$ cat src/fcaa_pkg.sv
// Shared constants, register indexes and types of the four-channel converter averager.
// Used by fcaa_acc, fcaa_div and four_channel_adc_averager; depends on nothing.
package fcaa_pkg;

  localparam int SAMPLE_W   = 10;
  localparam int MAX_ROUNDS = 8;
  localparam int ROUND_W    = $clog2(MAX_ROUNDS + 1);
  localparam int SUM_W      = SAMPLE_W + $clog2(MAX_ROUNDS);
  localparam int BIT_CNT_W  = $clog2(SUM_W);
  localparam int NUM_CH     = 4;
  localparam int CH_W       = 2;
  localparam int COUNT_W    = 8;
  localparam int TEMP_W     = 14;
  localparam int CFG_IDX_W  = 1;
  localparam int CFG_DATA_W = 10;

  localparam logic [SAMPLE_W-1:0] FULL_SCALE = SAMPLE_W'((1 << SAMPLE_W) - 1);
  localparam logic [TEMP_W-1:0]   TEMP_BASE  = TEMP_W'(300);

  localparam logic [CFG_IDX_W-1:0] REG_SAMPLE_COUNT = CFG_IDX_W'(0);
  localparam logic [CFG_IDX_W-1:0] REG_TEMP_OFFSET  = CFG_IDX_W'(1);

  localparam logic KIND_VOLTAGE = 1'b0;
  localparam logic KIND_TEMP    = 1'b1;

  typedef enum logic [2:0] {
    ST_IDLE,
    ST_ACC,
    ST_DIV_GO,
    ST_DIV_RUN,
    ST_EMIT
  } state_e;

  typedef struct packed {
    logic            clear;
    logic            shift;
    logic            first;
    logic [CH_W-1:0] idx;
  } acc_ctrl_t;

endpackage

$ cat src/four_channel_adc_averager.sv
// Top level of the four-channel converter averager: control sequencer, registers, result stage.
// Depends on fcaa_pkg, fcaa_acc and fcaa_div.
// A voltage item is added bit-serially into its channel sum by a 13-bit serial add before the next
// item is accepted. The voltage item that completes the configured number of rounds adds a divide
// pass over the four channels through one shared restoring divider before the result and the next
// acceptance. A temperature item goes straight to the result stage. Results wait in an output
// register, so an item is taken while an earlier result is still stalled, as long as no new result
// must be loaded.
module four_channel_adc_averager (
  input  logic                                clk_i,
  input  logic                                rst_ni,
  input  logic                                in_valid_i,
  output logic                                in_stall_o,
  input  logic                                mode_i,
  input  logic [fcaa_pkg::SAMPLE_W-1:0]       sample_i,
  output logic                                out_valid_o,
  input  logic                                out_stall_i,
  output logic                                kind_o,
  output logic [fcaa_pkg::SAMPLE_W-1:0]       x1_level_o,
  output logic [fcaa_pkg::SAMPLE_W-1:0]       x2_level_o,
  output logic [fcaa_pkg::SAMPLE_W-1:0]       y1_level_o,
  output logic [fcaa_pkg::SAMPLE_W-1:0]       y2_level_o,
  output logic signed [fcaa_pkg::TEMP_W-1:0]  temp_value_o,
  input  logic                                cfg_we_i,
  input  logic [fcaa_pkg::CFG_IDX_W-1:0]      cfg_idx_i,
  input  logic [fcaa_pkg::CFG_DATA_W-1:0]     cfg_data_i
);

  fcaa_pkg::state_e state_q, state_d;

  logic [fcaa_pkg::COUNT_W-1:0]   sample_count_q;
  logic [fcaa_pkg::SAMPLE_W-1:0]  temp_offset_q;
  logic [fcaa_pkg::CH_W-1:0]      channel_pos_q, channel_pos_d;
  logic [fcaa_pkg::ROUND_W-1:0]   rounds_q, rounds_d;
  logic [fcaa_pkg::CH_W-1:0]      div_ch_q, div_ch_d;
  logic [fcaa_pkg::BIT_CNT_W-1:0] bit_cnt_q, bit_cnt_d;
  logic                           mode_q;
  logic [fcaa_pkg::SUM_W-1:0]     shift_q;
  logic [fcaa_pkg::SAMPLE_W-1:0]  level_q [fcaa_pkg::NUM_CH];
  logic                           out_valid_q;
  logic                           kind_q;
  logic [fcaa_pkg::SAMPLE_W-1:0]  out_level_q [fcaa_pkg::NUM_CH];
  logic [fcaa_pkg::TEMP_W-1:0]    temp_q;

  logic                           accept;
  logic                           load_out;
  logic                           level_we;
  logic                           div_start;
  logic                           div_done;
  logic [fcaa_pkg::SUM_W-1:0]     quotient;
  logic [fcaa_pkg::SUM_W-1:0]     sum;
  logic [fcaa_pkg::ROUND_W-1:0]   eff_count;
  logic [fcaa_pkg::ROUND_W-1:0]   rounds_inc;
  logic [fcaa_pkg::SAMPLE_W-1:0]  avg;
  logic [fcaa_pkg::TEMP_W-1:0]    temp_diff;
  logic [fcaa_pkg::TEMP_W-1:0]    temp_result;
  logic                           slot_free;
  fcaa_pkg::acc_ctrl_t            acc_ctrl;

  assign accept     = in_valid_i & ~in_stall_o;
  assign in_stall_o = state_q != fcaa_pkg::ST_IDLE;
  assign slot_free  = ~out_valid_q | ~out_stall_i;
  assign rounds_inc = rounds_q + 1'b1;

  always_comb begin
    if (sample_count_q == '0 ||
        sample_count_q > fcaa_pkg::COUNT_W'(fcaa_pkg::MAX_ROUNDS)) begin
      eff_count = fcaa_pkg::ROUND_W'(1);
    end else begin
      eff_count = sample_count_q[fcaa_pkg::ROUND_W-1:0];
    end
  end

  assign temp_diff = fcaa_pkg::TEMP_W'(shift_q[fcaa_pkg::SAMPLE_W-1:0])
                   - fcaa_pkg::TEMP_W'(temp_offset_q);
  assign temp_result = (temp_offset_q == '0)
                     ? fcaa_pkg::TEMP_W'(shift_q[fcaa_pkg::SAMPLE_W-1:0])
                     : {temp_diff[fcaa_pkg::TEMP_W-3:0], 2'b00} + fcaa_pkg::TEMP_BASE;

  assign avg = (quotient > fcaa_pkg::SUM_W'(fcaa_pkg::FULL_SCALE))
             ? fcaa_pkg::FULL_SCALE : quotient[fcaa_pkg::SAMPLE_W-1:0];

  always_comb begin
    state_d        = state_q;
    channel_pos_d  = channel_pos_q;
    rounds_d       = rounds_q;
    div_ch_d       = div_ch_q;
    bit_cnt_d      = bit_cnt_q;
    acc_ctrl.clear = 1'b0;
    acc_ctrl.shift = 1'b0;
    acc_ctrl.first = bit_cnt_q == '0;
    acc_ctrl.idx   = channel_pos_q;
    div_start      = 1'b0;
    level_we       = 1'b0;
    load_out       = 1'b0;
    case (state_q)
      fcaa_pkg::ST_IDLE: begin
        bit_cnt_d = '0;
        if (accept) begin
          state_d = mode_i ? fcaa_pkg::ST_EMIT : fcaa_pkg::ST_ACC;
        end
      end
      fcaa_pkg::ST_ACC: begin
        acc_ctrl.shift = 1'b1;
        bit_cnt_d      = bit_cnt_q + 1'b1;
        if (bit_cnt_q == fcaa_pkg::BIT_CNT_W'(fcaa_pkg::SUM_W - 1)) begin
          channel_pos_d = channel_pos_q + 1'b1;
          state_d       = fcaa_pkg::ST_IDLE;
          if (channel_pos_q == fcaa_pkg::CH_W'(fcaa_pkg::NUM_CH - 1)) begin
            rounds_d = rounds_inc;
            if (rounds_inc >= eff_count) begin
              div_ch_d = '0;
              state_d  = fcaa_pkg::ST_DIV_GO;
            end
          end
        end
      end
      fcaa_pkg::ST_DIV_GO: begin
        acc_ctrl.idx = div_ch_q;
        div_start    = 1'b1;
        state_d      = fcaa_pkg::ST_DIV_RUN;
      end
      fcaa_pkg::ST_DIV_RUN: begin
        acc_ctrl.idx = div_ch_q;
        if (div_done) begin
          level_we = 1'b1;
          div_ch_d = div_ch_q + 1'b1;
          if (div_ch_q == fcaa_pkg::CH_W'(fcaa_pkg::NUM_CH - 1)) begin
            state_d = fcaa_pkg::ST_EMIT;
          end else begin
            state_d = fcaa_pkg::ST_DIV_GO;
          end
        end
      end
      fcaa_pkg::ST_EMIT: begin
        if (slot_free) begin
          load_out = 1'b1;
          state_d  = fcaa_pkg::ST_IDLE;
          if (mode_q == fcaa_pkg::KIND_VOLTAGE) begin
            acc_ctrl.clear = 1'b1;
            channel_pos_d  = '0;
            rounds_d       = '0;
          end
        end
      end
      default: begin
        state_d = fcaa_pkg::ST_IDLE;
      end
    endcase
  end

  always_ff @(posedge clk_i or negedge rst_ni) begin
    if (!rst_ni) begin
      state_q        <= fcaa_pkg::ST_IDLE;
      channel_pos_q  <= '0;
      rounds_q       <= '0;
      div_ch_q       <= '0;
      bit_cnt_q      <= '0;
      sample_count_q <= fcaa_pkg::COUNT_W'(1);
      temp_offset_q  <= '0;
      out_valid_q    <= 1'b0;
    end else begin
      state_q       <= state_d;
      channel_pos_q <= channel_pos_d;
      rounds_q      <= rounds_d;
      div_ch_q      <= div_ch_d;
      bit_cnt_q     <= bit_cnt_d;
      if (cfg_we_i) begin
        case (cfg_idx_i)
          fcaa_pkg::REG_SAMPLE_COUNT: sample_count_q <= cfg_data_i[fcaa_pkg::COUNT_W-1:0];
          fcaa_pkg::REG_TEMP_OFFSET:  temp_offset_q  <= cfg_data_i[fcaa_pkg::SAMPLE_W-1:0];
          default: begin
          end
        endcase
      end
      if (load_out) begin
        out_valid_q <= 1'b1;
      end else if (~out_stall_i) begin
        out_valid_q <= 1'b0;
      end
    end
  end

  always_ff @(posedge clk_i) begin
    if (accept) begin
      mode_q  <= mode_i;
      shift_q <= fcaa_pkg::SUM_W'(sample_i);
    end else if (acc_ctrl.shift) begin
      shift_q <= {1'b0, shift_q[fcaa_pkg::SUM_W-1:1]};
    end
    if (level_we) begin
      level_q[div_ch_q] <= fcaa_pkg::FULL_SCALE - avg;
    end
    if (load_out) begin
      kind_q <= mode_q;
      for (int i = 0; i < fcaa_pkg::NUM_CH; i++) begin
        out_level_q[i] <= (mode_q == fcaa_pkg::KIND_TEMP) ? '0 : level_q[i];
      end
      temp_q <= (mode_q == fcaa_pkg::KIND_TEMP) ? temp_result : '0;
    end
  end

  fcaa_acc u_acc (
    .clk_i        (clk_i),
    .rst_ni       (rst_ni),
    .ctrl_i       (acc_ctrl),
    .addend_bit_i (shift_q[0]),
    .sum_o        (sum)
  );

  fcaa_div u_div (
    .clk_i      (clk_i),
    .rst_ni     (rst_ni),
    .start_i    (div_start),
    .dividend_i (sum),
    .divisor_i  (rounds_q),
    .done_o     (div_done),
    .quotient_o (quotient)
  );

  assign out_valid_o  = out_valid_q;
  assign kind_o       = kind_q;
  assign x1_level_o   = out_level_q[0];
  assign x2_level_o   = out_level_q[1];
  assign y1_level_o   = out_level_q[2];
  assign y2_level_o   = out_level_q[3];
  assign temp_value_o = temp_q;

endmodule

$ cat src/fcaa_acc.sv
// Four channel sums, each a shift register that takes a bit-serial add one bit per cycle.
// Depends on fcaa_pkg.
module fcaa_acc (
  input  logic                      clk_i,
  input  logic                      rst_ni,
  input  fcaa_pkg::acc_ctrl_t       ctrl_i,
  input  logic                      addend_bit_i,
  output logic [fcaa_pkg::SUM_W-1:0] sum_o
);

  logic [fcaa_pkg::SUM_W-1:0] sums_q [fcaa_pkg::NUM_CH];
  logic                       carry_q, carry_d;
  logic                       carry_in;
  logic                       sum_bit;
  logic [fcaa_pkg::SUM_W-1:0] cur;

  assign cur      = sums_q[ctrl_i.idx];
  assign carry_in = ctrl_i.first ? 1'b0 : carry_q;
  assign sum_bit  = cur[0] ^ addend_bit_i ^ carry_in;
  assign carry_d  = (cur[0] & addend_bit_i) | (cur[0] & carry_in) | (addend_bit_i & carry_in);
  assign sum_o    = cur;

  always_ff @(posedge clk_i or negedge rst_ni) begin
    if (!rst_ni) begin
      for (int i = 0; i < fcaa_pkg::NUM_CH; i++) begin
        sums_q[i] <= '0;
      end
      carry_q <= 1'b0;
    end else if (ctrl_i.clear) begin
      for (int i = 0; i < fcaa_pkg::NUM_CH; i++) begin
        sums_q[i] <= '0;
      end
      carry_q <= 1'b0;
    end else if (ctrl_i.shift) begin
      sums_q[ctrl_i.idx] <= {sum_bit, cur[fcaa_pkg::SUM_W-1:1]};
      carry_q            <= carry_d;
    end
  end

endmodule

$ cat src/fcaa_div.sv
// Restoring divider that produces one quotient bit per cycle.
// Depends on fcaa_pkg.
module fcaa_div (
  input  logic                         clk_i,
  input  logic                         rst_ni,
  input  logic                         start_i,
  input  logic [fcaa_pkg::SUM_W-1:0]   dividend_i,
  input  logic [fcaa_pkg::ROUND_W-1:0] divisor_i,
  output logic                         done_o,
  output logic [fcaa_pkg::SUM_W-1:0]   quotient_o
);

  logic [fcaa_pkg::SUM_W-1:0]     dq_q;
  logic [fcaa_pkg::ROUND_W-1:0]   rem_q;
  logic [fcaa_pkg::BIT_CNT_W-1:0] cnt_q;
  logic                           busy_q;
  logic                           done_q;
  logic [fcaa_pkg::ROUND_W:0]     trial;
  logic [fcaa_pkg::ROUND_W:0]     diff;
  logic                           ge;
  logic                           last;

  assign trial = {rem_q, dq_q[fcaa_pkg::SUM_W-1]};
  assign ge    = trial >= {1'b0, divisor_i};
  assign diff  = trial - {1'b0, divisor_i};
  assign last  = cnt_q == fcaa_pkg::BIT_CNT_W'(fcaa_pkg::SUM_W - 1);

  always_ff @(posedge clk_i or negedge rst_ni) begin
    if (!rst_ni) begin
      busy_q <= 1'b0;
      done_q <= 1'b0;
      cnt_q  <= '0;
    end else begin
      done_q <= busy_q & last;
      if (start_i) begin
        busy_q <= 1'b1;
        cnt_q  <= '0;
      end else if (busy_q) begin
        cnt_q <= cnt_q + 1'b1;
        if (last) begin
          busy_q <= 1'b0;
        end
      end
    end
  end

  always_ff @(posedge clk_i) begin
    if (start_i) begin
      dq_q  <= dividend_i;
      rem_q <= '0;
    end else if (busy_q) begin
      rem_q <= ge ? diff[fcaa_pkg::ROUND_W-1:0] : trial[fcaa_pkg::ROUND_W-1:0];
      dq_q  <= {dq_q[fcaa_pkg::SUM_W-2:0], ge};
    end
  end

  assign done_o     = done_q;
  assign quotient_o = dq_q;

endmodule

$ cat config.mk
export PLATFORM = sky130hd
export DESIGN_NAME = four_channel_adc_averager
export DESIGN_NICKNAME = d
export VERILOG_FILES = /design/src/fcaa_pkg.sv /design/src/four_channel_adc_averager.sv /design/src/fcaa_acc.sv /design/src/fcaa_div.sv
export SDC_FILE = /design/constraint.sdc
export NUM_CORES = 1
export LEC_CHECK = 0
export BUFFER_PORTS_ARGS = -buffer_cell sky130_fd_sc_hd__buf_4
export CAP_MARGIN = 0
export CELL_PAD_IN_SITES_DETAIL_PLACEMENT = 0
export CELL_PAD_IN_SITES_GLOBAL_PLACEMENT = 1
export CORE_ASPECT_RATIO = 1.2
export CORE_UTILIZATION = 53
export CTS_CLUSTER_DIAMETER = 80
export DETAILED_ROUTE_END_ITERATION = 7
export PLACE_DENSITY = 0.9
export SYNTH_ARGS = -nofsm -noshare
export SYNTH_HDL_FRONTEND = slang
export SYNTH_SLANG_ARGS = --single-unit
$ cat constraint.sdc
create_clock -name clk_i -period 11.21 [get_ports clk_i]
set_input_delay 1.6815 -clock clk_i [delete_from_list [all_inputs] [get_ports clk_i]]
set_output_delay 1.6815 -clock clk_i [all_outputs]
set_load 0.05 [all_outputs]
; ---- Word level (Yosys, flattened, before mapping)
; Memory sizes are Yosys's and may differ from the RTL's.
; Cells that the tools add are included.
[op_classes]
addsub = 9
n_lt_le_gt_ge = 6
n_eq_ne = 16
n_mux = 68
n_bitwise = 16
n_reduce_logical = 21
[ops]
columns = op, count
row1 = $mux W52, 2
row2 = $mux W10, 8
row3 = $mux W13, 5
row4 = $bwmux W52, 1
row5 = $mux W4, 8
row6 = $bmux W13 S2, 1
row7 = $demux W13 S2, 1
row8 = $mux W1, 21
row9 = $mux W2, 10
row10 = $mux W3, 6
row11 = $pmux W4 S2, 2
row12 = $pmux W3 S5, 1
row13 = $add A13 B10 Y14 const B, 1
row14 = $gt A13 B10 Y1 const B, 1
row15 = $add A4 B1 Y4 const B, 3
row16 = $ne A2 B2 Y1 const B, 6
row17 = $reduce_bool A2 Y1, 6
row18 = $sub A10 B10 Y11, 1
row19 = $logic_not A10 Y1, 1
row20 = $reduce_and A5 Y1, 2
row21 = $sub A10 B10 Y10 const A, 1
row22 = $eq A4 B4 Y1 const B, 2
row23 = $gt A8 B4 Y1 const B, 1
row24 = $logic_not A8 Y1, 1
row25 = 25 further kinds, 44
[totals]
reg_bits = 136
ram_bits = 80
in_bits = 27
output_inout_bits = 57
wordCells = 161
n_memories = 2
[mem_list]
columns = memory, words, word_bits, rd, rd_ports_with_merged_regs, write_ports, line
row1 = level_q, 4, 10, 4, 0, 1, four_channel_adc_averager.sv:39  ; logic [fcaa_pkg::SAMPLE_W-1:0] level_q [fcaa_pkg::NUM_CH];
row2 = out_level_q, 4, 10, 4, 0, 4, four_channel_adc_averager.sv:42  ; logic [fcaa_pkg::SAMPLE_W-1:0] out_level_q [fcaa_pkg::NUM_CH];

; ---- Longest topological paths before layout
; Gate-level depths: netlist of the first run.
[depth]
depth_word = 12
mapped_depth = 12
depth_no_buf = 12

; ---- By module
; Synthesis of the first run repeated with hierarchy kept, for this count alone.
[hier_totals]
cells_unflattened = 760
hier_area_um2 = 10102.2
[by_module_without_submodules]
columns = mod, instances, cells_per_inst, area_per_inst_um2, seq_area_each_um2
row1 = four_channel_adc_averager, 1, 465, 6252.2, 4035.1
row2 = fcaa_acc, 1, 199, 2658.8, 1326.3
row3 = fcaa_div, 1, 96, 1191.1, 620.6

; ---- Worst setup path before layout of the first run
; No wires, ideal clock.
[synth_path]
path_kind = in2reg
from = input port out_stall_i
to = register u_acc.sums_q[10] (netlist name)
setup_time_ns = 0.121
arrival_ns = 5.348
required_ns = 11.089
slack_ns = 5.741
cell_stages = 6
path_buffers = 2
path_cell_list = a21oi_1 > nor2b_1 > buf_2 > nor2_1 > clkbuf_1 > a22o_1
[synth_between]
elab_chain_cells = 5
elab_cells_between_ends = 6
classes_between = mux (3) / bitwise (2) / reduce/logical (1)
[synth_rtl]
columns = item, line
row1 = start: declaration, four_channel_adc_averager.sv:17  ; input logic out_stall_i,
row2 = $not A1 Y1 *, n/a
row3 = $or A1 B1 Y1 *, four_channel_adc_averager.sv:62  ; assign slot_free = ~out_valid_q | ~out_stall_i;
row4 = $mux W1 *, four_channel_adc_averager.sv:136  ; if (slot_free) begin
row5 = $mux W1 *, four_channel_adc_averager.sv:96  ; case (state_q)
row6 = $mux W52 / $reduce_bool A2 Y1 (equally long branches), n/a
row7 = end signal: indexed assignment, fcaa_acc.sv:35  ; sums_q[ctrl_i.idx] <= {sum_bit, cur[fcaa_pkg::SUM_W-1:1]};
row8 = end: declaration, fcaa_acc.sv:11  ; logic [fcaa_pkg::SUM_W-1:0] sums_q [fcaa_pkg::NUM_CH];
; Every way passes the cells marked *; elsewhere a longest branch is shown, timed or not.
; A chain may end at the register's enable or synchronous reset.

; ---- Worst setup path in the final report of the first run
[layout_path]
from = input port out_stall_i
to = register u_acc.sums_q[40] (netlist name)
; Same word-level chain as after synthesis.

==> impl_metrics.ini, run 1 <==
[clock_network]
cts.path.max_buffers = 3
cts_setup_buffers = 0
clk_pin_slew_ns = 0.06
cts-root-buf = clkbuf_16
htreeDepth = 1
cts_tree = done
cts_buffers = 21
cts-hold-fix-buffers = 0
clk_latency_ns = 0.50
cts_sinks = 216
cts-resized-gates = 0

[setup_path]
r2r-start = state_q[2]
critical_path.startpoint = out_stall_i
reg2reg_depth = 5
path_max_fanout = 56
start_kind = primary input
arrival_ns = 3.85
crit_type = in -> reg
cp-end-kind = register
cp.required_ns = 11.59

[global_routing]
grt_pass1_vias = 6081
grt_max_degree = 57
use_met1 = 0.2737
antenna_found_initial = 0
grt_pass1_wl_um = 31240
grt.overflow.total = 0
met3_usage = 0.02897
grt_most_used_layer = met2
grtUsageMet2 = 0.3528
gr-usage-all-layers = 0.2070

[floorplanning]
start_util = 0.5399
io_pins = 84
die_w_um = 126.0
dieArea_sq_mm = 0.01900
core-area_sq_mm = 0.01811
row_count = 54
dieHeight_um = 150.8

[route]
dr_total_vias = 6046
drt_iter0_markers = 334
vias_per_cell = 5.830
firstDrtPassIters = 4
ant_nets = 0
wl_um = 19230
drcViolationCount = 0
routedWlPerCell_um = 18.55

[timing]
worst_slew_pin_slew_ns = 1.242
setup_viol = 0
timing.final.crit_share = 0.3099
max_freq_ghz = 0.2879
hold_violations = 0
rsz0062_at_grt = false
min_period_ns = 3.474
relSlewSlack = 0.1709
fin_setup_tns_ns = 0
fin_skew_ns = 0.01645
finalHoldWorstSlack_ns = 0.4764
setup_slack_ns = 7.736
final_max_slew_viol_count = 0

[layout]
fin_nets = 857
nFillCells = 1331
final_common_cell = edfxtp_1
fin_cells = 1037
diodes = 0
drive_above_1_share = 0.2251
syn_to_final_growth_pct = 16.06
final_cell_mix = edfxtp_1, dfrtp_1, buf_4

[synthesis]
avgSynthCellArea_sq_um = 13.67
yosysWarnings = 0
synth_area_leaders = edfxtp_1, dfrtp_1, a22o_1
synth.largest_area_cell = edfxtp_1
synth-edff-count = 119
synth_seq_cells = 216
ys_types = 65
async_flop_share = 0.4306
yosysSeqAreaShare = 0.6119
synthCells = 715
synthesis.area_sq_mm = 0.009777
synth_flop_cell = edfxtp_1
netlist.area_leader.share = 0.3655
syn_nets = 774

[flow_run]
cap_violations = 0

[placed_design]
placedCellCount = 999
preCtsSetupSlack_ns = 7.206
place.gp.congestion = 0.8418
dp_hpwl_um = 13240
portBuffers = 83

[min_path]
holdPathStages = 2
hp-class = reg -> reg
hold_path.startpoint = u_div.rem_q[3]

[power_and_ir_drop]
fin_total_pwr_uw = 1733
vdd_drop_max_uv = 104.1
p_leak_uw = 0.004716
power_density_mw_per_mm2 = 152.7

[run_status]
status = completed
## worst max-delay path: stages
cell and delay (ns):
buf_4 0.13, a21oi_4 0.13, buf_4 0.57, nor2b_1 0.64, nor2_1 0.40, a22o_1 0.31
## final cells by class
class	instances	area, sq um	area share
repair buffers	89	668.1	0.05888
clock inverters	11	162.7	0.01433
multi-input cells	439	3558	0.3136
well taps	224	280.3	0.02470
inverters	31	116.4	0.01025
flip-flops and latches	216	5982	0.5272
clock buffers	27	579.3	0.05105
## cell families after synthesis
| group | share of synthesized area |
|---|---|
| AOI/OAI and AO/OA | 0.1039 |
| muxes | 0.09534 |
| DFF | 0.6119 |
| and+or+nand+nor | 0.1039 |
| buffers and inverters | 0.02559 |
| xor gates and xnor gates | 0.01612 |
| adders and majority gates | 0.04326 |
## state kept, by name (all words and copies together) (netlist names), 2 cells and up
register and flops:
out_level_q 40, rounds_q 4, level_q 40, div_ch_q 2
temp_offset_q 10, sample_count_q 8, u_div.rem_q 4, channel_pos_q 2
u_div.cnt_q 4, state_q 3, u_div.quotient_o 13, bit_cnt_q 4
u_acc.sums_q 52, shift_q 10, temp_value_o 14
## per-layer routing
metal  part of all wire  wire length, um  up-vias
met2               0.50             9527      179
met4              0.027              527        0
li1                   -                -     2823
met3              0.049              933       49
met5                  0                0        -
met1               0.43             8244     2995
## metrics by stage
stage	utilization	cell area, sq um
3_5_place_dp	0.5857	10610
3_3_place_gp	0.5857	10610
6_report	0.6267	11350
4_1_cts	0.6267	11350
2_1_floorplan	-	9777
5_1_grt	0.6267	11350
## Yosys cell counts, drive strengths merged, types with 12 or more instances
| library cell | count |
|---|---|
| ha | 29 |
| mux4 | 13 |
| o21ai | 13 |
| edfxtp | 119 |
| nor2 | 46 |
| mux2i | 12 |
| nor2b | 45 |
| mux2 | 41 |
| a22o | 54 |
| dfrtp | 92 |
| nand2 | 39 |
| a21oi | 14 |
| nand3 | 13 |
| inv | 31 |
| clkbuf | 18 |
## path summary, 6_finish.rpt
path                            slack, ns          endpoint
max in group asynchronous            8.98        state_q[2]
worst min-delay path                 0.48    u_div.rem_q[3]
min in group asynchronous            1.15  u_acc.sums_q[43]
worst max-delay path                 7.74  u_acc.sums_q[40]
worst max register to register       7.92  u_acc.sums_q[40]
worst min register to register       0.48    u_div.rem_q[3]
## where the power goes
| group | switching (uW) | total (uW) | internal [uW] |
|---|---|---|---|
| sequential | 6.59 | 851 | 845 |
| clock | 296 | 756 | 460 |
| combinational | 67.4 | 126 | 58.3 |
| total | 370 | 1730 | 1360 |
Note: power is estimated with default switching activity, not from simulation.
==> run 2: changes to the inputs <==
- ABC_AREA: not set -> 1
- CORE_UTILIZATION: 53 -> 42
- PLACE_DENSITY: 0.9 -> 0.82
- clock period: 11.21 -> 3.05 ns (I/O delays scaled with it)
==> run 2 against run 1 <==
Against the previous run: sequential cell count stayed put; total power grew to 3.4 times the previous value; design area rose by 0.76%; first-iteration DRC count is 13% higher.
==> impl_metrics.ini, run 2 <==
[timing]
max_freq_ghz = 0.3899
final_max_slew_viol_count = 0
hold_violations = 0
timing.final.crit_share = 0.8409
min_period_ns = 2.565
fin_skew_ns = 0.01196
setup_slack_ns = 0.4851
setup_viol = 0
rsz0062_at_grt = false
fin_setup_tns_ns = 0
relSlewSlack = 0.4283
worst_slew_pin_slew_ns = 0.8545

[layout]
largest_reg_flops = 52
final_cell_mix = inv_1, nand2_1, edfxtp_1
final_common_cell = inv_1
fin_nets = 1141
regMostFlops = u_acc.sums_q
fin_cells = 1408
utilization = 0.5060
syn_to_final_growth_pct = 17.67
top_regs = u_acc.sums_q x52, level_q x40, out_level_q x40
drive_above_1_share = 0.1349

[floorplanning]
core-area_sq_mm = 0.02260
io_pins = 84
row_count = 60
start_util = 0.4300
dieArea_sq_mm = 0.02375
die_w_um = 140.9
dieHeight_um = 168.6

[power_and_ir_drop]
fin_total_pwr_uw = 5967
power_density_mw_per_mm2 = 521.9
vdd_drop_max_uv = 275.4
p_leak_uw = 0.005330

[synthesis]
synth_area_leaders = edfxtp_1, dfrtp_1, inv_1
yosysWarnings = 0
netlist.area_leader.share = 0.3678
synth-edff-count = 119
synth_compound_area_frac = 0.09928
synthTopCellsByCount = inv_1, nand2_1, edfxtp_1
synth_top_family_by_area = simple AND/OR/NAND/NOR gates
syn_nets = 1042
synth.largest_area_cell = edfxtp_1
yosys.area_share.xor_xnor = 0.007211
async_flop_share = 0.4306
muxShareOfSynthArea = 0
synthesis.area_sq_mm = 0.009717
synthCells = 983
synth_most_common_cell = inv_1
avgSynthCellArea_sq_um = 9.885
ys_types = 42
yosysSeqAreaShare = 0.6156
synth_seq_cells = 216
synth_flop_cell = edfxtp_1
synth_fa_ha_area_frac = 0.04352
synthSimpleGateAreaFrac = 0.1476

[route]
wl_um = 20270
drcViolationCount = 0
ant_nets = 0
drt_iter0_markers = 376
dr_total_vias = 6852
vias_per_cell = 4.866
routedWlPerCell_um = 14.40
firstDrtPassIters = 4

[setup_path]
crit_type = reg -> reg
r2r-start = shift_q[0]
path_buf_inv = 2
critical_path.startpoint = shift_q[0]
cpMostUsedCell = nand3_1
cp-end-kind = register
crit_chain = inv_1 > ha_1 > inv_1 > fa_1 > or2_2 > and2_1 > o21ai_0 > nand3_1 > nand3_1 > nand3_1 > nand3_1 > o21ai_0
cp.required_ns = 3.29
cp_slowest_cell = edfxtp_1
crit_family = simple AND/OR/NAND/NOR gates
start_kind = register
path_max_fanout = 3
arrival_ns = 2.80
max_stage_delay_ns = 0.43

[placed_design]
preCtsSetupSlack_ns = 0.4824
place.gp.congestion = 0.8300
placedCellCount = 1369
portBuffers = 83
dp_hpwl_um = 14220

[clock_network]
htreeDepth = 1
clk_latency_ns = 0.51
cts_buffers = 21
cts-resized-gates = 0
cts-root-buf = clkbuf_16
cts_setup_buffers = 0
cts_sinks = 216
cts_tree = done
cts-hold-fix-buffers = 0
clk_pin_slew_ns = 0.06
cts.path.max_buffers = 3

[global_routing]
grt_max_degree = 56
grt_pass1_wl_um = 34180
gr-usage-all-layers = 0.1788
grt_pass1_vias = 6819
antenna_found_initial = 1
grt.overflow.total = 0

[min_path]
hp-class = in -> async

[run_status]
status = completed

[flow_run]
cap_violations = 0
run 2: path summary, 6_finish.rpt:
| check | slack [ns] | depth (start not counted) | end |
|---|---|---|---|
| setup / recovery | 0.49 | 12 | temp_value_o[9] |
| hold / removal | 0.02 | 1 | u_acc.sums_q[29] |
| setup reg to reg | 0.49 | 12 | temp_value_o[9] |
| hold reg to reg | 0.46 | 2 | u_div.rem_q[3] |
| max in group asynchronous | 2.35 | 2 | out_valid_o |
| min in group clk_i | 0.16 | 1 | mode_q |
run 2: cells by family (layout without fill, tap and decap cells):
family          Yosys count  count (layout)
compound gates          166             166
xor+xnor                  8               8
fa+ha+maj                32              32
buf+inv                 219             333
flops                   216             216
other cells               0               1
simple gates            342             342
run 2: where the power goes:
group          total, uW  switching, uW  leakage, uW  internal, uW
clock network       2520           1070     0.000321          1460
registers           3120           20.9      0.00216          3100
logic                326            201      0.00285           126
total               5970           1290      0.00533          4680
run 2: through the flow:
stage                     instance area [sq um]  hold slack (ns)
after floorplan                            9719           0.1619
after global placement                    10770           0.4362
after detailed placement                  10770           0.4543
after CTS                                 11430          0.03895
after global routing                      11430          0.06736
final                                     11430          0.01895
run 2: cell type report:
cell class	instances	area [sq um]
Clock buffer	25	550.5
Inverter	194	728.2
Antenna cell	1	2.502
Multi-Input combinational cell	548	2899
Tap cell	310	387.9
Fill cell	2061	11160
Sequential cell	216	5982
Timing Repair Buffer	101	770.7
Clock inverter	13	112.6
run 2: per-layer routing:
layer	vias up	track usage	share of wire
met5	-	0	0
met4	0	0.06522	0.030
met1	3211	0.2289	0.44
met3	43	0.02065	0.039
li1	3443	-	-
met2	155	0.3121	0.49
==> run 3: changes to the inputs <==
- clock period: 3.05 -> 2.3 ns (I/O delays scaled with it)
==> run 3 against run 2 <==
Against the previous run: wire length increased by 3.7%; first-iteration DRC count up 10%; die area unchanged; design area is 5.8% higher; critical path depth up 2; core utilization grew 2.9 points; hold slack better by 0.033 ns; combinational power grew 80%; global-route usage up 0.24 points; non-clock buffer count increased by 38; via count grew 3.2%; highest routed layer unchanged.
==> impl_metrics.ini, run 3 (synthesis results as in run 2) <==
[timing]
relSlewSlack = 0.6173
worst_slew_pin_slew_ns = 0.5740
max_freq_ghz = 0.4348
setup_viol = 0
setup_slack_ns = 0.00009481
min_period_ns = 2.300
timing.final.crit_share = 1.000
finalHoldWorstSlack_ns = 0.05184
fin_skew_ns = 0.02828
hold_violations = 0
final_max_slew_viol_count = 0
rsz0062_at_grt = true

[setup_path]
start_kind = register
cp_slowest_cell = fa_2
path_buf_inv = 4
max_stage_delay_ns = 0.53
cp-end-kind = register
crit_chain = inv_2 > ha_4 > inv_2 > fa_2 > inv_2 > ha_4 > nand3b_1 > nand3_2 > nand2_2 > inv_2 > nand2_4 > xnor2_1 > nand2_1 > o21ai_1
crit_type = reg -> reg
cpMostUsedCell = inv_2
cp.required_ns = 2.54
crit_family = adder cells
arrival_ns = 2.54
path_max_fanout = 2

[global_routing]
grt_pass1_vias = 7006
grt_pass1_wl_um = 34470
gr-usage-all-layers = 0.1811
grt.overflow.total = 0
antenna_found_initial = 0
grt_max_degree = 56

[route]
routed.top_layer = met4
ant_nets = 0
wl_met2_um = 10590
dr_total_vias = 7068
firstDrtPassIters = 5
drt_iter0_markers = 415
wl_um = 21020
drcViolationCount = 0
met3_length_um = 911
vias_per_cell = 4.885
wl_met1_um = 9016
routedWlPerCell_um = 14.53

[placed_design]
place.gp.congestion = 0.8155
dp_hpwl_um = 14480
preCtsSetupSlack_ns = -0.1178
portBuffers = 83

[power_and_ir_drop]
fin_total_pwr_uw = 8817
combinationalPowerShare = 0.067
power.internal_uw = 6958
clock_power_share = 0.464
p_leak_uw = 0.005639
vdd_drop_max_uv = 473.3
swShare = 0.2109
p_switching_uw = 1859
pwr-share-seq = 0.470
power_density_mw_per_mm2 = 728.9

[clock_network]
cts_buffers = 22
cts_sinks = 216
clk_latency_ns = 0.52
htreeDepth = 1
cts.path.max_buffers = 3
cts_tree = done
cts-root-buf = clkbuf_16
clk_pin_slew_ns = 0.06

[floorplanning]
die_w_um = 140.9
dieArea_sq_mm = 0.02375
row_count = 60
core-area_sq_mm = 0.02260
dieHeight_um = 168.6
start_util = 0.4300
io_pins = 84

[flow_run]
cap_violations = 0

[min_path]
hp-class = in -> reg

[layout]
syn_to_final_growth_pct = 24.48
fin_nets = 1180
final_cell_mix = inv_1, nand2_1, buf_4
drive_above_1_share = 0.2049
regMostFlops = u_acc.sums_q
final_common_cell = inv_1
nFillCells = 1997
largest_reg_flops = 52
top_regs = u_acc.sums_q x52, level_q x40, out_level_q x40
diodes = 0

[run_status]
status = completed
## run 3: path summary, 6_finish.rpt
kind                       cells past startpoint  slack, ns           start                end
setup / recovery                              14    0.00009      shift_q[0]    temp_value_o[8]
hold / removal                                 1       0.05          mode_i             mode_q
setup reg to reg                              14    0.00009      shift_q[0]    temp_value_o[8]
hold reg to reg                                1       0.46  u_div.cnt_q[3]     u_div.cnt_q[3]
max in group asynchronous                      3       1.23          rst_ni  sample_count_q[0]
min in group asynchronous                      2       0.38          rst_ni   u_acc.sums_q[25]
## run 3: per-stage QoR
step / cell area [sq um] / utilization / TNS (ns) / cells
after floorplan: 9724 / - / -0.01664 / 983
after global placement: 11000 / 0.4867 / -0.1191 / 1398
after detailed placement: 11000 / 0.4867 / -0.4570 / 1398
after CTS: 11920 / 0.5275 / -0.009670 / 1443
after global routing: 12100 / 0.5353 / -0.7306 / 1447
final: 12100 / 0.5353 / 0 / 1447
## run 3: layer usage
| metal | up-vias | GRT usage |
|---|---|---|
| li1 | 3522 | - |
| met1 | 3336 | 0.2299 |
| met2 | 171 | 0.3236 |
| met3 | 39 | 0.02037 |
| met4 | 0 | 0.05624 |
| met5 | - | 0 |
## run 3: timing repair
| action | CTS | global route |
|---|---|---|
| setup endpoints to repair | 10 | 16 |
| hold buffers | 1 | 0 |
| resized for setup | 12 | 41 |
| pin swaps | 1 | 15 |
| endpoints found under the hold margin | 38 | 0 |
| setup buffers | 4 | 4 |
| gates cloned | 0 | 0 |
## run 3: area by class of cell
cell class	count	area, sq um	area share
inverters	194	730.7	0.06041
repair buffers	139	1071	0.08855
multi-input cells	548	3077	0.2544
flip-flops and latches	216	5984	0.4948
clock buffers	24	568.0	0.04696
well taps	310	387.9	0.03207
clock inverters	16	276.5	0.02286
## run 3: power groups by stage
stage / Clock, uW / Combinational, uW / Sequential [uW]
final: 4090 / 588 / 4140
after detailed placement: 0 / 481 / 4210
after CTS: 4160 / 511 / 4140
after floorplan: 0 / 297 / 4200
after global routing: 4300 / 665 / 4140
after global placement: 0 / 474 / 4210
